### config.mk
export PLATFORM = sky130hd
export DESIGN_NAME = elevator_scan_controller_core
export DESIGN_NICKNAME = d
export VERILOG_FILES = /design/src/esc_pkg.sv /design/src/esc_ctrl.sv /design/src/esc_datapath.sv /design/src/elevator_scan_controller_core.sv
export SDC_FILE = /design/constraint.sdc
export NUM_CORES = 1
export LEC_CHECK = 0
export BUFFER_PORTS_ARGS = -buffer_cell sky130_fd_sc_hd__buf_2
export CAP_MARGIN = 30
export CORE_ASPECT_RATIO = 1.1
export CORE_MARGIN = 1
export CORE_UTILIZATION = 65
export DETAILED_ROUTE_END_ITERATION = 10
export HOLD_SLACK_MARGIN = 0.08
export PLACE_DENSITY = 0.94
export SLEW_MARGIN = 10
export SYNTH_ARGS = -nofsm -noshare
export SYNTH_HDL_FRONTEND = slang
export SYNTH_SLANG_ARGS = --single-unit
### constraint.sdc
create_clock -name clk_i -period 8.28 [get_ports clk_i]
set_input_delay 0 -clock clk_i [delete_from_list [all_inputs] [get_ports clk_i]]
set_output_delay 0 -clock clk_i [all_outputs]
set_load 0.02 [all_outputs]
### src/esc_pkg.sv
// ----------------------------------------------------------------------------
// esc_pkg
// Shared types, codes and constants of the SCAN elevator controller.
// ----------------------------------------------------------------------------
package esc_pkg;

  localparam int unsigned FloorsDef = 8;
  localparam int unsigned FloorW    = 4;

  localparam logic [15:0] DoorOpenTimeRst = 16'd3000;
  localparam logic [15:0] MoveTimeoutRst  = 16'd8000;

  // register select is paddr[2]
  localparam logic RegDoorOpenTime = 1'b0;
  localparam logic RegMoveTimeout  = 1'b1;

  typedef enum logic [2:0] {
    MODE_IDLE         = 3'd0,
    MODE_MOVING       = 3'd1,
    MODE_DOOR_OPEN    = 3'd2,
    MODE_DOOR_CLOSING = 3'd3,
    MODE_FAULT        = 3'd4
  } mode_e;

  typedef enum logic [1:0] {
    HEAD_IDLE = 2'd0,
    HEAD_UP   = 2'd1,
    HEAD_DOWN = 2'd2
  } dir_e;

  typedef enum logic [2:0] {
    CMD_STOP      = 3'd0,
    CMD_UP        = 3'd1,
    CMD_DOWN      = 3'd2,
    CMD_SLOW_UP   = 3'd3,
    CMD_SLOW_DOWN = 3'd4
  } motor_cmd_e;

  typedef enum logic [1:0] {
    ST_WAIT,
    ST_CALL,
    ST_SCAN,
    ST_EXEC
  } ctrl_state_e;

  typedef struct packed {
    logic [31:0]       now_ms;
    logic              call_valid;
    logic [FloorW-1:0] call_floor;
    logic [FloorW-1:0] sensed_floor;
    logic              motor_halted;
  } in_t;

  typedef struct packed {
    logic              motor_cmd_valid;
    logic [2:0]        motor_cmd;
    logic [2:0]        mode;
    logic [FloorW-1:0] current_floor;
    logic [1:0]        direction;
  } out_t;

  // controller -> datapath
  typedef struct packed {
    logic capture;
    logic record;
    logic scan;
    logic commit;
  } dp_cmd_t;

  // datapath -> controller
  typedef struct packed {
    logic out_free;
  } dp_sts_t;

endpackage

### src/esc_ctrl.sv
// ----------------------------------------------------------------------------
// esc_ctrl
// Sequencer: capture word, record call, scan flags, commit update.
// ----------------------------------------------------------------------------
module esc_ctrl (
  input  logic             clk_i,
  input  logic             rst_ni,
  input  logic             in_valid_i,
  output logic             in_ready_o,
  input  esc_pkg::dp_sts_t sts_i,
  output esc_pkg::dp_cmd_t cmd_o
);

  esc_pkg::ctrl_state_e state_q, state_d;

  always_ff @(posedge clk_i or negedge rst_ni) begin
    if (!rst_ni) begin
      state_q <= esc_pkg::ST_WAIT;
    end else begin
      state_q <= state_d;
    end
  end

  always_comb begin
    state_d    = state_q;
    in_ready_o = 1'b0;
    cmd_o      = '0;
    unique case (state_q)
      esc_pkg::ST_WAIT: begin
        in_ready_o = 1'b1;
        if (in_valid_i) begin
          cmd_o.capture = 1'b1;
          state_d       = esc_pkg::ST_CALL;
        end
      end
      esc_pkg::ST_CALL: begin
        cmd_o.record = 1'b1;
        state_d      = esc_pkg::ST_SCAN;
      end
      esc_pkg::ST_SCAN: begin
        cmd_o.scan = 1'b1;
        state_d    = esc_pkg::ST_EXEC;
      end
      esc_pkg::ST_EXEC: begin
        // hold until the output register can take the result
        if (sts_i.out_free) begin
          cmd_o.commit = 1'b1;
          state_d      = esc_pkg::ST_WAIT;
        end
      end
      default: state_d = esc_pkg::ST_WAIT;
    endcase
  end

  a_one_word_in_flight: assert property (@(posedge clk_i) disable iff (!rst_ni)
    (in_valid_i && in_ready_o) |=> !in_ready_o)
    else $error("input accepted while an update is in progress");

  a_commit_needs_scan: assert property (@(posedge clk_i) disable iff (!rst_ni)
    cmd_o.scan |=> (state_q == esc_pkg::ST_EXEC))
    else $error("scan not followed by commit stage");

  a_commit_when_free: assert property (@(posedge clk_i) disable iff (!rst_ni)
    cmd_o.commit |-> sts_i.out_free)
    else $error("commit while the output register is full");

endmodule

### src/esc_datapath.sv
// ----------------------------------------------------------------------------
// esc_datapath
// Car state, request flags, SCAN target search, timers and output register.
// ----------------------------------------------------------------------------
module esc_datapath #(
  parameter int unsigned FLOORS = esc_pkg::FloorsDef
) (
  input  logic             clk_i,
  input  logic             rst_ni,
  input  esc_pkg::dp_cmd_t cmd_i,
  output esc_pkg::dp_sts_t sts_o,
  input  esc_pkg::in_t     in_data_i,
  input  logic [15:0]      door_open_time_i,
  input  logic [15:0]      move_timeout_i,
  output logic             out_valid_o,
  input  logic             out_ready_i,
  output esc_pkg::out_t    out_data_o
);

  localparam int unsigned FW = esc_pkg::FloorW;
  localparam logic [FW-1:0] FloorsV = FW'(FLOORS);

  // car state
  esc_pkg::mode_e  mode_q, mode_d;
  esc_pkg::dir_e   dir_q, dir_d;
  logic [FW-1:0]   floor_q, floor_d;
  logic [FW-1:0]   target_q, target_d;
  logic [FLOORS:1] flags_q, flags_d;
  logic [31:0]     door_start_q, door_start_d;
  logic [31:0]     move_start_q, move_start_d;
  logic            out_valid_q;

  // captured word and scan results
  esc_pkg::in_t    in_q;
  logic [FW-1:0]   up_q, down_q, up_c, down_c;
  logic            any_q, here_q, hit_q, sensed_ok_q;
  logic            here_c, hit_c;
  logic [31:0]     door_el_q, move_el_q;
  esc_pkg::out_t   out_q, out_d;

  // update datapath
  logic            clr_en;
  logic [FW-1:0]   clr_floor;
  logic [FW-1:0]   tgt;
  logic            adj;
  esc_pkg::dir_e   dir_n;

  assign sts_o.out_free = !out_valid_q || out_ready_i;
  assign out_valid_o    = out_valid_q;
  assign out_data_o     = out_q;

  // priority searches over the request flags
  always_comb begin
    up_c   = '0;
    down_c = '0;
    here_c = 1'b0;
    hit_c  = 1'b0;
    for (int f = FLOORS; f >= 1; f--) begin
      if (flags_q[f] && (FW'(f) > floor_q)) up_c = FW'(f);
    end
    for (int f = 1; f <= FLOORS; f++) begin
      if (flags_q[f] && (FW'(f) < floor_q)) down_c = FW'(f);
      if (flags_q[f] && (FW'(f) == floor_q)) here_c = 1'b1;
      if (flags_q[f] && (FW'(f) == in_q.sensed_floor)) hit_c = 1'b1;
    end
  end

  always_ff @(posedge clk_i) begin
    if (cmd_i.capture) begin
      in_q <= in_data_i;
    end
    if (cmd_i.scan) begin
      up_q        <= up_c;
      down_q      <= down_c;
      any_q       <= |flags_q;
      here_q      <= here_c;
      hit_q       <= hit_c;
      sensed_ok_q <= (in_q.sensed_floor != '0) && (in_q.sensed_floor <= FloorsV) &&
                     (in_q.sensed_floor != floor_q);
      door_el_q   <= in_q.now_ms - door_start_q;
      move_el_q   <= in_q.now_ms - move_start_q;
    end
    if (cmd_i.commit) begin
      out_q <= out_d;
    end
  end

  always_comb begin
    mode_d       = mode_q;
    dir_d        = dir_q;
    floor_d      = floor_q;
    target_d     = target_q;
    door_start_d = door_start_q;
    move_start_d = move_start_q;
    clr_en       = 1'b0;
    clr_floor    = floor_q;
    tgt          = '0;
    adj          = 1'b0;
    dir_n        = dir_q;
    out_d        = '0;

    unique case (mode_q)
      esc_pkg::MODE_IDLE: begin
        if (!any_q) begin
          dir_d = esc_pkg::HEAD_IDLE;
        end else if (here_q) begin
          clr_en       = 1'b1;
          mode_d       = esc_pkg::MODE_DOOR_OPEN;
          door_start_d = in_q.now_ms;
        end else begin
          // SCAN: keep direction, reverse when nothing lies ahead
          if (dir_q == esc_pkg::HEAD_IDLE) begin
            if (up_q != '0) dir_n = esc_pkg::HEAD_UP;
            else if (down_q != '0) dir_n = esc_pkg::HEAD_DOWN;
          end
          if (dir_n == esc_pkg::HEAD_UP) begin
            if (up_q != '0) begin
              tgt = up_q;
            end else if (down_q != '0) begin
              dir_n = esc_pkg::HEAD_DOWN;
              tgt   = down_q;
            end
          end else begin
            if (down_q != '0) begin
              tgt = down_q;
            end else if (up_q != '0) begin
              dir_n = esc_pkg::HEAD_UP;
              tgt   = up_q;
            end
          end
          dir_d = dir_n;
          if (tgt != '0) begin
            adj = ({1'b0, tgt} == {1'b0, floor_q} + 1'b1) ||
                  ({1'b0, tgt} + 1'b1 == {1'b0, floor_q});
            target_d              = tgt;
            out_d.motor_cmd_valid = 1'b1;
            if (dir_n == esc_pkg::HEAD_UP) begin
              out_d.motor_cmd = adj ? esc_pkg::CMD_SLOW_UP : esc_pkg::CMD_UP;
            end else begin
              out_d.motor_cmd = adj ? esc_pkg::CMD_SLOW_DOWN : esc_pkg::CMD_DOWN;
            end
            move_start_d = in_q.now_ms;
            mode_d       = esc_pkg::MODE_MOVING;
          end
        end
      end
      esc_pkg::MODE_MOVING: begin
        if (move_el_q > {16'b0, move_timeout_i}) begin
          out_d.motor_cmd_valid = 1'b1;
          out_d.motor_cmd       = esc_pkg::CMD_STOP;
          mode_d                = esc_pkg::MODE_FAULT;
        end else if (sensed_ok_q) begin
          floor_d      = in_q.sensed_floor;
          move_start_d = in_q.now_ms;
          if ((in_q.sensed_floor == target_q) || hit_q) begin
            out_d.motor_cmd_valid = 1'b1;
            out_d.motor_cmd       = esc_pkg::CMD_STOP;
            clr_en                = 1'b1;
            clr_floor             = in_q.sensed_floor;
            target_d              = '0;
            mode_d                = esc_pkg::MODE_DOOR_OPEN;
            door_start_d          = in_q.now_ms;
          end else if ((dir_q == esc_pkg::HEAD_UP) &&
                       ({1'b0, in_q.sensed_floor} + 1'b1 == {1'b0, target_q})) begin
            out_d.motor_cmd_valid = 1'b1;
            out_d.motor_cmd       = esc_pkg::CMD_SLOW_UP;
          end else if ((dir_q == esc_pkg::HEAD_DOWN) &&
                       ({1'b0, in_q.sensed_floor} == {1'b0, target_q} + 1'b1)) begin
            out_d.motor_cmd_valid = 1'b1;
            out_d.motor_cmd       = esc_pkg::CMD_SLOW_DOWN;
          end
        end
      end
      esc_pkg::MODE_DOOR_OPEN: begin
        out_d.motor_cmd_valid = 1'b1;
        out_d.motor_cmd       = esc_pkg::CMD_STOP;
        if (door_el_q >= {16'b0, door_open_time_i}) mode_d = esc_pkg::MODE_DOOR_CLOSING;
      end
      esc_pkg::MODE_DOOR_CLOSING: begin
        if (in_q.motor_halted) mode_d = esc_pkg::MODE_IDLE;
      end
      esc_pkg::MODE_FAULT: begin
        out_d.motor_cmd_valid = 1'b1;
        out_d.motor_cmd       = esc_pkg::CMD_STOP;
      end
      default: mode_d = esc_pkg::MODE_IDLE;
    endcase

    out_d.mode          = mode_d;
    out_d.current_floor = floor_d;
    out_d.direction     = dir_d;
  end

  // request flags: set by a call, cleared when served
  always_comb begin
    flags_d = flags_q;
    for (int f = 1; f <= FLOORS; f++) begin
      if (cmd_i.record && in_q.call_valid && (in_q.call_floor == FW'(f))) flags_d[f] = 1'b1;
      if (cmd_i.commit && clr_en && (clr_floor == FW'(f))) flags_d[f] = 1'b0;
    end
  end

  always_ff @(posedge clk_i or negedge rst_ni) begin
    if (!rst_ni) begin
      mode_q       <= esc_pkg::MODE_IDLE;
      dir_q        <= esc_pkg::HEAD_IDLE;
      floor_q      <= FW'(1);
      target_q     <= '0;
      flags_q      <= '0;
      door_start_q <= '0;
      move_start_q <= '0;
      out_valid_q  <= 1'b0;
    end else begin
      flags_q <= flags_d;
      if (cmd_i.commit) begin
        mode_q       <= mode_d;
        dir_q        <= dir_d;
        floor_q      <= floor_d;
        target_q     <= target_d;
        door_start_q <= door_start_d;
        move_start_q <= move_start_d;
        out_valid_q  <= 1'b1;
      end else if (out_ready_i) begin
        out_valid_q <= 1'b0;
      end
    end
  end

  a_fault_sticky: assert property (@(posedge clk_i) disable iff (!rst_ni)
    (mode_q == esc_pkg::MODE_FAULT) |=> (mode_q == esc_pkg::MODE_FAULT))
    else $error("left fault without reset");

  a_floor_range: assert property (@(posedge clk_i) disable iff (!rst_ni)
    (floor_q >= FW'(1)) && (floor_q <= FloorsV))
    else $error("car floor out of range");

  a_no_cmd_is_stop: assert property (@(posedge clk_i) disable iff (!rst_ni)
    (out_valid_q && !out_q.motor_cmd_valid) |-> (out_q.motor_cmd == esc_pkg::CMD_STOP))
    else $error("motor command set without valid");

endmodule

### src/elevator_scan_controller_core.sv
// ----------------------------------------------------------------------------
// elevator_scan_controller_core
// SCAN elevator controller: hall calls, mode machine, motor commands.
// ----------------------------------------------------------------------------
// Each input word is one update (time, optional hall call, floor sensor,
// motor halted) and yields exactly one output word (motor command, mode,
// floor, direction). An update runs through capture at the accepting edge,
// call recording, a priority search of the request flags together with the
// elapsed-time subtractions, and the state commit, which writes the result
// register once it is free. The next word can be accepted in the cycle after
// the commit. The sequencer works on one update at a time; a result waiting
// in the output register delays the commit of the next update only.
// door_open_time (0x0) and move_timeout (0x4) are written over the APB port;
// write them only while idle, which the block itself does not enforce.
module elevator_scan_controller_core #(
  parameter int unsigned FLOORS = esc_pkg::FloorsDef
) (
  input  logic          clk_i,
  input  logic          rst_ni,
  input  logic          in_valid_i,
  output logic          in_ready_o,
  input  esc_pkg::in_t  in_data_i,
  output logic          out_valid_o,
  input  logic          out_ready_i,
  output esc_pkg::out_t out_data_o,
  input  logic          psel,
  input  logic          penable,
  input  logic          pwrite,
  input  logic [2:0]    paddr,
  input  logic [31:0]   pwdata,
  output logic [31:0]   prdata,
  output logic          pready
);

  esc_pkg::dp_cmd_t dp_cmd;
  esc_pkg::dp_sts_t dp_sts;
  logic [15:0]      door_open_time_q;
  logic [15:0]      move_timeout_q;
  logic             reg_wr;

  assign pready = 1'b1;
  assign reg_wr = psel && penable && pwrite;

  always_ff @(posedge clk_i or negedge rst_ni) begin
    if (!rst_ni) begin
      door_open_time_q <= esc_pkg::DoorOpenTimeRst;
      move_timeout_q   <= esc_pkg::MoveTimeoutRst;
    end else if (reg_wr) begin
      unique case (paddr[2])
        esc_pkg::RegDoorOpenTime: door_open_time_q <= pwdata[15:0];
        esc_pkg::RegMoveTimeout:  move_timeout_q   <= pwdata[15:0];
        default: ;
      endcase
    end
  end

  always_comb begin
    unique case (paddr[2])
      esc_pkg::RegDoorOpenTime: prdata = {16'b0, door_open_time_q};
      esc_pkg::RegMoveTimeout:  prdata = {16'b0, move_timeout_q};
      default:                  prdata = '0;
    endcase
  end

  esc_ctrl u_ctrl (
    .clk_i      (clk_i),
    .rst_ni     (rst_ni),
    .in_valid_i (in_valid_i),
    .in_ready_o (in_ready_o),
    .sts_i      (dp_sts),
    .cmd_o      (dp_cmd)
  );

  esc_datapath #(
    .FLOORS (FLOORS)
  ) u_datapath (
    .clk_i            (clk_i),
    .rst_ni           (rst_ni),
    .cmd_i            (dp_cmd),
    .sts_o            (dp_sts),
    .in_data_i        (in_data_i),
    .door_open_time_i (door_open_time_q),
    .move_timeout_i   (move_timeout_q),
    .out_valid_o      (out_valid_o),
    .out_ready_i      (out_ready_i),
    .out_data_o       (out_data_o)
  );

endmodule

==> impl_metrics.ini <==
[status]
outcome = complete, no violations

[power]
p_sw_w = 0.00248
p_leak_nw = 7.15
pwr-share-clk_pct = 18.5
powerDensity_nw_per_um2 = 371
seqPwrFrac_pct = 36.2
p_comb_share_pct = 45.3
sw_frac_of_total_pct = 39.4
ir_drop_v = 0.000216
internal_power_w = 0.00382

[clock_tree]
clkSinkCount = 251
htree_levels = 1
tritoncts = yes
post-cts-setup-buffer-count = 0
cts_buffers = 26
path_clk_slew_ns = 0.06
clockBufferDepth = 3
root_buffer = clkbuf_16
clk-insertion-delay-late_ns = 0.55

[global_route]
grt_start_max_net_pins = 78
grt_pass1_vias = 11700
antenna_found_initial = 0
grtUsageTotal_pct = 31.6
grt_pass1_wl_um = 58800
overflow = 0

[logic_synthesis]
yosysSeqAreaShare_pct = 47.1
syn_inst = 1392
avgSynthCellArea_um2 = 10.6
synth_most_common_cell = inv_1
ys_types = 79
synth_area_um2 = 14800
async_flop_share_pct = 47.8
synth.top_cells.by_area = edfxtp_1, dfrtp_1, ha_1, mux2_2, inv_1
yosys-top-cells-count = inv_1, edfxtp_1, ha_1
ys_ff_latch = 251
synth_warnings = 0
synth_top_area_share_pct = 26.6
yosys.area.top_type = edfxtp_1
synth_ff_type = edfxtp_1
synth-edff-count = 131

[sta]
setup_violations = 0
clock.fmax_mhz = 260
slew_viol_final = 0
tightest_slew_ns = 0.846
slew_headroom_pct = 42.8
timing.final.crit_share_pct = 46.5
finalSetupTns_ns = 0
fin_worst_skew_ns = 0.0160
min_period_ns = 3.85
grt_setup_unrepaired = no
final-hold-violation-count = 0

[cells_and_area]
fin_cells = 1861
multiInputGateArea_um2 = 7060
final_nets = 1741
syn2layout_area_growth_pct = 15.1
register_area_um2 = 6950
diodes = 0
fillers = 1329
drive_above_1_share_pct = 17.0

[critical_path]
crit_cells = 11
cp_slowest_cell = or4_1
max_stage_delay_ns = 0.58
worst-path-max-fanout = 17
crit_end = u_datapath.door_start_q[10]
timing.rr.end = u_datapath.door_start_q[10]
required_ns = 8.70
arrival_ns = 4.26
reg2reg_depth = 11
critPathTopFamily = simple AND/OR/NAND/NOR gates
reg2reg_from = move_timeout_q[9]
worst_setup_path_start_kind = flip-flop
critPathCaptureType = flip-flop
cp_cell_sequence = inv_1 > ha_1 > and3_1 > nand4_1 > or4_1 > nand2b_1 > a21oi_1 > or4_4 > a21oi_4 > buf_16 > mux2_2
ff2ff_setup_slack_ns = 4.43
crit_buf_inv = 2
startpoint = move_timeout_q[9]
critPathKind = reg2reg

[placement]
place_inst = 1745
dpl.hpwl_um = 23500
port_buffers = 96
gp_congestion = 0.892

[drt]
drt-initial-drc-count = 1291
drc = 0
vias_per_cell = 6.32
wl_per_cell_um = 19.9
routed_wl_um = 37100
num_vias = 11800
drt-pass1-iter-count = 6
ant_nets = 0

[die]
fp.dieH_um = 160
initial_utilization_pct = 66.6
rows = 57
dieArea_um2 = 23300
io_pins = 132
die_w_um = 146
core_area_um2 = 22200

[worst_hold_path]
whs_path_depth = 2
hp-class = in2reg

[run]
cap_violations = 0
## power by group through the flow
stage	Clock (W)	Sequential, W	Combinational, W
after detailed placement	0	0.00228	0.00265
after floorplan	0	0.00217	0.00206
after global routing	0.00122	0.00233	0.00310
after CTS	0.00116	0.00226	0.00273
after global placement	0	0.00225	0.00251
final	0.00117	0.00228	0.00285
## registers in the layout (all words and copies together) (netlist names)
name	cells
u_datapath.door_el_q	32
u_datapath.here_q	1
u_ctrl.state_q	2
u_datapath.any_q	1
u_datapath.up_q	4
u_datapath.sensed_ok_q	1
u_datapath.door_start_q	32
u_datapath.down_q	4
u_datapath.in_q	42
u_datapath.move_start_q	32
u_datapath.out_valid_o	1
u_datapath.move_el_q	32
u_datapath.floor_q	4
u_datapath.flags_q	8
u_datapath.target_q	4
door_open_time_q	16
u_datapath.hit_q	1
u_datapath.mode_q	3
move_timeout_q	16
u_datapath.out_data_o	13
u_datapath.dir_q	2
## cell families after synthesis
group	count (synthesis)	synth area share, %
simple gates	328	11.0
buf+inv	192	5.62
mux	104	7.90
xor+xnor	76	4.51
fa+ha+maj	111	9.50
compound gates	328	14.3
flops	251	47.1
other cells	2	0.0508
## what timing repair did
item / in CTS / in global routing
gates resized for setup: 0 / 0
hold endpoints to repair: 128 / 0
hold buffers: 63 / 0
## how the worst min path moves through the flow
stage	to	start	slack [ns]
finish	u_datapath.in_q[14]	in_data_i[14]	0.16
global route	u_datapath.in_q[33]	in_data_i[33]	0.17
CTS	move_timeout_q[1]	pwrite	0.14
detailed placement	u_datapath.target_q[3]	rst_ni	0.08
global placement	u_datapath.flags_q[8]	rst_ni	0.07
floorplan	door_open_time_q[0]	rst_ni	-0.30
## cell usage in the layout, fill, tap and decap left out, drive strengths merged, types with 56 or more instances in the layout
cell type,Yosys,layout
a21oi,90,90
buf,24,104
dfrtp,106,106
dlygate4sd3,0,63
edfxtp,131,131
ha,109,109
inv,133,133
mux2,98,98
nand2,97,97
nor2,69,69
o21ai,84,84
xnor2,56,56
## per-stage QoR
step / setup WS (ns) / utilization (%) / hold WS [ns] / total power, W / area [um^2]
2_1_floorplan: 5.04 / - / -0.296 / 0.00423 / 14800
3_3_place_gp: 4.36 / 69.3 / 0.0688 / 0.00476 / 15400
3_5_place_dp: 4.46 / 69.7 / 0.0831 / 0.00492 / 15500
4_1_cts: 4.42 / 76.4 / 0.143 / 0.00615 / 16900
5_1_grt: 4.22 / 76.7 / 0.166 / 0.00665 / 17000
6_report: 4.43 / 76.7 / 0.163 / 0.00630 / 17000
## final cells by class
type	instances	area share, %
sequential	251	40.9
clock inverter	13	0.662
clock buffer	35	4.27
multi-input combinational	964	41.5
tap	295	2.17
inverter	133	2.94
timing repair buffer	170	7.56
## routing by layer
layer	vias to the layer above	part of all wire (%)	track usage, %
met2	732	49	54.0
met5	-	0	0
met1	5531	38	38.0
li1	5331	-	-
met3	171	7.5	4.54
met4	0	5.6	18.7
Power figures use the tool's default switching activity.
